File: config.mk
export PLATFORM = sky130hd
export DESIGN_NAME = utf8_to_utf16_stream_decoder
export DESIGN_NICKNAME = d
export VERILOG_FILES = /design/src/hdl/u8u16_pkg.sv /design/src/hdl/utf8_to_utf16_stream_decoder.sv /design/src/hdl/u8u16_front.sv /design/src/hdl/u8u16_fifo.sv /design/src/hdl/u8u16_back.sv
export SDC_FILE = /design/constraint.sdc
export NUM_CORES = 1
export LEC_CHECK = 0
export BUFFER_PORTS_ARGS = -buffer_cell sky130_fd_sc_hd__buf_2
export CELL_PAD_IN_SITES_DETAIL_PLACEMENT = 0
export CELL_PAD_IN_SITES_GLOBAL_PLACEMENT = 2
export CORE_MARGIN = 5
export CORE_UTILIZATION = 30
export DETAILED_ROUTE_END_ITERATION = 10
export HOLD_SLACK_MARGIN = 0.08
export PLACE_DENSITY_LB_ADDON = 0.1
export SETUP_SLACK_MARGIN = 0.05
export SYNTH_ARGS = -nofsm -noshare
export SYNTH_HDL_FRONTEND = slang
export SYNTH_HIERARCHICAL = 1
export SYNTH_SLANG_ARGS = --single-unit
File: constraint.sdc
create_clock -name clk -period 3.37 [get_ports clk]
set_clock_uncertainty 0.05 [all_clocks]
set_input_delay 0.5055 -clock clk [delete_from_list [all_inputs] [get_ports clk]]
set_output_delay 0.5055 -clock clk [all_outputs]
set_load 0.03 [all_outputs]
File: src/hdl/u8u16_pkg.sv
// Shared types and constants for the UTF-8 to UTF-16 stream decoder.
// Has no dependencies; every other module of the block imports it.
package u8u16_pkg;

	// One Unicode code point, wide enough for any four-byte sequence.
	typedef logic [20:0] cp_t;

	localparam cp_t         CP_MAX    = 21'h10FFFF;
	localparam cp_t         SUPP_BASE = 21'h010000;
	localparam logic [15:0] HI_SURR   = 16'hD800;
	localparam logic [15:0] LO_SURR   = 16'hDC00;

	// Front part to queue: one finished code point.
	typedef struct packed {
		logic valid;
		cp_t  cp;
	} cp_push_t;

	// Queue to back part: the oldest queued code point.
	typedef struct packed {
		logic valid;
		cp_t  cp;
	} cp_head_t;

endpackage

File: src/hdl/utf8_to_utf16_stream_decoder.sv
// Top level of the UTF-8 to UTF-16 stream decoder.
// Depends on u8u16_pkg, u8u16_front, u8u16_fifo and u8u16_back.
//
// The decoder takes one UTF-8 byte per transfer on the slave side and
// produces UTF-16 code units on the master side. A byte is accepted in
// every cycle in which the code point queue has room, so a stream of
// one-to-three-byte characters flows at one byte per clock. A code point
// from 0x10000 to 0x10FFFF leaves as a surrogate pair, high half first,
// and takes two output beats; the input pauses only when the
// FIFO_DEPTH-entry queue fills. A finished code point is written into
// the queue when the byte that finished it is transferred, and its unit
// is then registered from the queue head into the single output
// register; the low half of a pair follows once the high half has been
// taken. tlast on the output is set on the last unit that one input
// byte produced. Invalid lead bytes and code points above 0x10FFFF are
// consumed without output; a bad continuation byte drops the open
// sequence and is decoded again as a lead; a sequence still open at a
// byte carrying tlast is dropped. There are no checks for overlong forms
// or encoded surrogates.
module utf8_to_utf16_stream_decoder #(
	parameter int FIFO_DEPTH = 2
) (
	input  logic        clk,
	input  logic        arst_n,
	input  logic        s_tvalid,
	output logic        s_tready,
	input  logic [7:0]  s_tdata,   // [7:0] data_byte
	input  logic        s_tlast,   // string_end
	output logic        m_tvalid,
	input  logic        m_tready,
	output logic [15:0] m_tdata,   // [15:0] code_unit
	output logic        m_tlast    // run_last
);
	import u8u16_pkg::*;

	cp_push_t push;
	cp_head_t head;
	logic     room;
	logic     pop;

	// Front part: sequence tracking and code point assembly.
	u8u16_front u_front (
		.clk        (clk),
		.arst_n     (arst_n),
		.in_valid   (s_tvalid),
		.room       (room),
		.data_byte  (s_tdata),
		.string_end (s_tlast),
		.in_ready   (s_tready),
		.push       (push)
	);

	// Queue that lets the input run on while a surrogate pair drains.
	u8u16_fifo #(
		.DEPTH (FIFO_DEPTH)
	) u_fifo (
		.clk    (clk),
		.arst_n (arst_n),
		.push   (push),
		.pop    (pop),
		.room   (room),
		.head   (head)
	);

	// Back part: UTF-16 unit generation into the output register.
	u8u16_back u_back (
		.clk       (clk),
		.arst_n    (arst_n),
		.head      (head),
		.pop       (pop),
		.out_ready (m_tready),
		.out_valid (m_tvalid),
		.code_unit (m_tdata),
		.run_last  (m_tlast)
	);

endmodule

File: src/hdl/u8u16_front.sv
// Front part: accepts UTF-8 bytes, tracks the open sequence and pushes each
// finished code point that fits in UTF-16. Depends on u8u16_pkg.
module u8u16_front (
	input  logic                clk,
	input  logic                arst_n,
	input  logic                in_valid,
	input  logic                room,
	input  logic [7:0]          data_byte,
	input  logic                string_end,
	output logic                in_ready,
	output u8u16_pkg::cp_push_t push
);
	import u8u16_pkg::*;

	cp_t        partial_q;
	logic [1:0] remaining_q;
	cp_t        partial_nxt;
	logic [1:0] remaining_nxt;
	cp_t        acc;
	cp_t        cp_val;
	logic       cp_done;
	logic       as_lead;
	logic       accept;

	assign in_ready = room;
	assign accept   = in_valid & room;
	assign acc      = {partial_q[14:0], data_byte[5:0]};

	always_comb begin
		partial_nxt   = partial_q;
		remaining_nxt = remaining_q;
		cp_val        = '0;
		cp_done       = 1'b0;
		as_lead       = 1'b1;
		if (remaining_q != 2'd0) begin
			if (data_byte[7:6] == 2'b10) begin
				as_lead       = 1'b0;
				partial_nxt   = acc;
				remaining_nxt = remaining_q - 2'd1;
				if (remaining_q == 2'd1) begin
					cp_done     = 1'b1;
					cp_val      = acc;
					partial_nxt = '0;
				end
			end else begin
				// A broken sequence is dropped and the byte starts over as a lead.
				partial_nxt   = '0;
				remaining_nxt = 2'd0;
			end
		end
		if (as_lead) begin
			unique casez (data_byte)
				8'b0???????: begin
					cp_done = 1'b1;
					cp_val  = {13'd0, data_byte};
				end
				8'b110?????: begin
					partial_nxt   = {16'd0, data_byte[4:0]};
					remaining_nxt = 2'd1;
				end
				8'b1110????: begin
					partial_nxt   = {17'd0, data_byte[3:0]};
					remaining_nxt = 2'd2;
				end
				8'b11110???: begin
					partial_nxt   = {18'd0, data_byte[2:0]};
					remaining_nxt = 2'd3;
				end
				default: begin
					// Stray continuation or invalid lead byte: nothing happens.
				end
			endcase
		end
		if (string_end && remaining_nxt != 2'd0) begin
			partial_nxt   = '0;
			remaining_nxt = 2'd0;
		end
	end

	assign push.valid = accept & cp_done & (cp_val <= CP_MAX);
	assign push.cp    = cp_val;

	always_ff @(posedge clk or negedge arst_n) begin
		if (!arst_n) begin
			partial_q   <= '0;
			remaining_q <= 2'd0;
		end else if (accept) begin
			partial_q   <= partial_nxt;
			remaining_q <= remaining_nxt;
		end
	end

endmodule

File: src/hdl/u8u16_fifo.sv
// Short code point queue between the front and back parts.
// Depends on u8u16_pkg.
module u8u16_fifo #(
	parameter int DEPTH = 2
) (
	input  logic                clk,
	input  logic                arst_n,
	input  u8u16_pkg::cp_push_t push,
	input  logic                pop,
	output logic                room,
	output u8u16_pkg::cp_head_t head
);
	import u8u16_pkg::*;

	localparam int PtrW = (DEPTH > 1) ? $clog2(DEPTH) : 1;
	localparam int CntW = $clog2(DEPTH + 1);

	cp_t             mem [DEPTH];
	logic [PtrW-1:0] wr_ptr_q;
	logic [PtrW-1:0] rd_ptr_q;
	logic [CntW-1:0] count_q;
	logic            do_pop;

	assign room       = (count_q != CntW'(DEPTH));
	assign head.valid = (count_q != '0);
	assign head.cp    = mem[rd_ptr_q];
	assign do_pop     = pop & head.valid;

	always_ff @(posedge clk) begin
		if (push.valid) begin
			mem[wr_ptr_q] <= push.cp;
		end
	end

	always_ff @(posedge clk or negedge arst_n) begin
		if (!arst_n) begin
			wr_ptr_q <= '0;
			rd_ptr_q <= '0;
			count_q  <= '0;
		end else begin
			if (push.valid) begin
				wr_ptr_q <= (wr_ptr_q == PtrW'(DEPTH - 1)) ? '0 : wr_ptr_q + 1'b1;
			end
			if (do_pop) begin
				rd_ptr_q <= (rd_ptr_q == PtrW'(DEPTH - 1)) ? '0 : rd_ptr_q + 1'b1;
			end
			if (push.valid && !do_pop) begin
				count_q <= count_q + 1'b1;
			end else if (!push.valid && do_pop) begin
				count_q <= count_q - 1'b1;
			end
		end
	end

endmodule

File: src/hdl/u8u16_back.sv
// Back part: turns queued code points into UTF-16 units in an output
// register, two beats for a surrogate pair. Depends on u8u16_pkg.
module u8u16_back (
	input  logic                clk,
	input  logic                arst_n,
	input  u8u16_pkg::cp_head_t head,
	output logic                pop,
	input  logic                out_ready,
	output logic                out_valid,
	output logic [15:0]         code_unit,
	output logic                run_last
);
	import u8u16_pkg::*;

	logic        valid_q;
	logic [15:0] unit_q;
	logic        last_q;
	logic        low_pending_q;
	logic        load;
	cp_t         offset;
	logic [15:0] hi_unit;
	logic [15:0] lo_unit;
	logic        is_bmp;

	assign offset  = head.cp - SUPP_BASE;
	assign hi_unit = HI_SURR + {6'd0, offset[19:10]};
	assign lo_unit = LO_SURR + {6'd0, offset[9:0]};
	assign is_bmp  = (head.cp[20:16] == 5'd0);
	assign load    = !valid_q || out_ready;
	// The entry leaves the queue with its last unit.
	assign pop     = load & head.valid & (low_pending_q | is_bmp);

	always_ff @(posedge clk or negedge arst_n) begin
		if (!arst_n) begin
			valid_q       <= 1'b0;
			low_pending_q <= 1'b0;
		end else if (load) begin
			valid_q <= head.valid;
			if (head.valid) begin
				low_pending_q <= !low_pending_q && !is_bmp;
			end
		end
	end

	always_ff @(posedge clk) begin
		if (load && head.valid) begin
			if (low_pending_q) begin
				unit_q <= lo_unit;
				last_q <= 1'b1;
			end else if (is_bmp) begin
				unit_q <= head.cp[15:0];
				last_q <= 1'b1;
			end else begin
				unit_q <= hi_unit;
				last_q <= 1'b0;
			end
		end
	end

	assign out_valid = valid_q;
	assign code_unit = unit_q;
	assign run_last  = last_q;

endmodule

==> impl_metrics.json <==
{
  "grt_first_pass_wirelength_um": 12500,
  "cap_viol_max_count": 0,
  "min_period_over_period_pct": 80.2,
  "p_leak_uw": 0.00169,
  "tns_ns": 0,
  "drtPass1Iterations": 4,
  "powerDensity_nw_per_um2": 879,
  "finalHoldViolCount": 0,
  "crit_path_start_kind": "flip-flop",
  "crit_arrival_ns": 2.90,
  "netlist_area_um2": 3750,
  "cts_buffers": 9,
  "critPathTopFamily": "flip-flops",
  "dp_hpwl_um": 5650,
  "die_w_um": 122,
  "pre_cts_ws_ns": 0.659,
  "ys_types": 51,
  "required_ns": 3.57,
  "synth-main-ff-cell": "edfxtp_1",
  "cts_tree": "done",
  "critPathKind": "flip-flop to flip-flop",
  "r2r_end": "u_fifo/count_q[1]",
  "period_needed_ns": 2.70,
  "overflow": 0,
  "use_met1_pct": 15.0,
  "grt_max_degree": 24,
  "diodes": 0,
  "worst_pin_slew_ns": 0.626,
  "post-synth-top-area-cell": "edfxtp_1",
  "wl_um": 7910,
  "crit_path_end_kind": "flip-flop",
  "gp_congestion": 0.711,
  "drc": 0,
  "ys_seq_area_share_pct": 62.6,
  "die-height_um": 122,
  "grt.total_usage_pct": 11.4,
  "mostFrequentLayoutCell": "edfxtp_1",
  "path_cells": "mux2_2, inv_1, ha_1, nor4b_4, buf_4, nor2_2, nor2_1, nand2_4, ha_1, xor2_1, nor2_1, xor2_1",
  "root_buffer": "clkbuf_16",
  "rows": 40,
  "h-tree-depth": 3,
  "hold_buffers": 0,
  "ant_nets": 0,
  "path_clk_slew_ns": 0.06,
  "cpMaxStageDelayCell": "dfrtp_1",
  "fillCellCount": 1223,
  "num_vias": 2173,
  "synth_edf_count": 59,
  "setup_slack_ns": 0.668,
  "yosysTopAreaCellShare_pct": 47.3,
  "synth_warnings": 6,
  "hold_path_class": "input pin to async pin",
  "port_buffers": 31,
  "ir_drop_mv": 0.249,
  "crit_fanout": 10,
  "avgSynthCellArea_um2": 13.9,
  "drive_gt1_share_pct": 31.0,
  "cts.path.max_buffers": 2,
  "top_usage_layer": "met2",
  "fmax_mhz": 370,
  "cts_resized": 0,
  "rsz0062_at_grt": "false",
  "synthTopCellsByArea": "edfxtp_1 47%, dfrtp_1 15%, mux2_2 6.9%",
  "setup_viol": 0,
  "synthToLayoutAreaGrowth_pct": 16.9,
  "wl_per_cell_um": 16.4,
  "r2r_slack_ns": 0.67,
  "run_status": "completed",
  "final_core_util_pct": 36.2,
  "syn-instance-count": 269,
  "clock_latency_ns": 0.33,
  "synth_seq_cells": 82,
  "cts_setup_buffers": 0,
  "reg2reg_depth": 12,
  "relSlewSlack_pct": 58.3,
  "worst-path-buf-inv": 2,
  "synthArstFlopShare_pct": 28.0,
  "dieArea_um2": 14800,
  "met3_usage_pct": 3.44,
  "antenna_found_initial": 0,
  "initial_core_util_pct": 31.0,
  "grt_util_met2_pct": 17.6,
  "regToRegStartpoint": "u_fifo/rd_ptr_q",
  "synth_nets": 287,
  "drt-initial-drc-count": 83,
  "core-area_um2": 12100,
  "avgViaCountPerCell": 4.52,
  "cts.sinks": 82,
  "final_cell_mix": "59 x edfxtp_1, 31 x buf_2, 23 x mux2_2, 23 x dfrtp_1, 22 x inv_1",
  "pin_count": 32,
  "grt_pass1_vias": 2162,
  "slowest_delay_ns": 0.62,
  "slew_violations": 0,
  "fin_nets": 326
}
## worst max path at each step
| stage | cells past startpoint | slack (ns) | to | start |
|---|---|---|---|---|
| after CTS | 12 | 0.64 | u_fifo/count_q[1] | u_fifo/rd_ptr_q |
| after global placement | 12 | 0.68 | u_fifo/count_q[1] | u_fifo/rd_ptr_q |
| after floorplan | 9 | 0.21 | u_fifo/mem[0][0] | u_front/remaining_q[0] |
| after detailed placement | 11 | 0.66 | u_fifo/count_q[1] | u_fifo/rd_ptr_q |
| final | 12 | 0.67 | u_fifo/count_q[1] | u_fifo/rd_ptr_q |
| after global routing | 12 | 0.45 | u_fifo/count_q[1] | u_fifo/rd_ptr_q |
## routing by layer
layer	share of wire, %	up-vias
met5	0	-
met4	1.1	0
met3	3.6	6
met2	46	43
met1	49	1063
li1	-	1061
## report_power, final
| part | leakage, uW | total (uW) | internal [uW] | switching [uW] |
|---|---|---|---|---|
| sequential | 0.000849 | 1520 | 1390 | 130 |
| combinational | 0.000690 | 1330 | 512 | 814 |
| clock | 0.000148 | 1010 | 649 | 363 |
| total | 0.00169 | 3850 | 2550 | 1310 |
## sequential cells by signal, indices dropped and copies added, names as in the netlist
name                  cells
u_fifo/count_q            2
u_fifo/rd_ptr_q           1
u_back/run_last           1
u_back/code_unit         16
u_front/remaining_q       2
u_fifo/mem               42
u_back/low_pending_q      1
u_back/out_valid          1
u_fifo/wr_ptr_q           1
u_front/partial_q        15
## per-stage QoR
stage               hold WS (ns)  cell area (um^2)  total power [uW]  cells
floorplan                  0.160              3750              2590    269
global placement           0.439              4080              2900    465
detailed placement         0.445              4080              2890    465
CTS                        0.139              4380              3930    481
global route               0.169              4380              4080    481
finish                     0.126              4380              3850    481
## layout make-up
type,count,area (um^2),share of cell area (%)
sequential,82,2350,53.6
multi-input combinational,155,1230,28.1
clock buffer,13,240,5.48
tap,168,210,4.80
timing repair buffer,37,200,4.57
inverter,23,86.3,1.97
clock inverter,3,65.1,1.48
## cells in the mapped netlist, types with 2 or more instances
master and count:
edfxtp_1 59, dfrtp_1 23, mux2_2 23, inv_1 22
and3_1 15, o21ai_0 15, o22ai_1 12, and2_1 10
nand2_1 10, nand2b_1 8, ha_1 5, mux2_4 5
a21oi_1 4, buf_6 4, xnor2_1 4, clkbuf_1 3
nand3_1 3, or2b_1 3, xor2_1 3, a211oi_1 2
a21oi_2 2, nor2_1 2, nor2_2 2, nor3_1 2
o31ai_1 2
## cell families (layout without fill, tap and decap cells)
kind of cell | after synthesis | count (layout) | synth area share, %
adder cells (fa/ha/maj) | 5 | 5 | 1.67
AND/OR/NAND/NOR | 66 | 66 | 11.7
buffers and inverters | 32 | 76 | 4.54
multiplexers | 29 | 29 | 9.18
AO/OA/AOI/OAI | 48 | 48 | 8.61
flip-flops | 82 | 82 | 62.6
XOR/XNOR | 7 | 7 | 1.64
(Power assumes the default switching activity.)
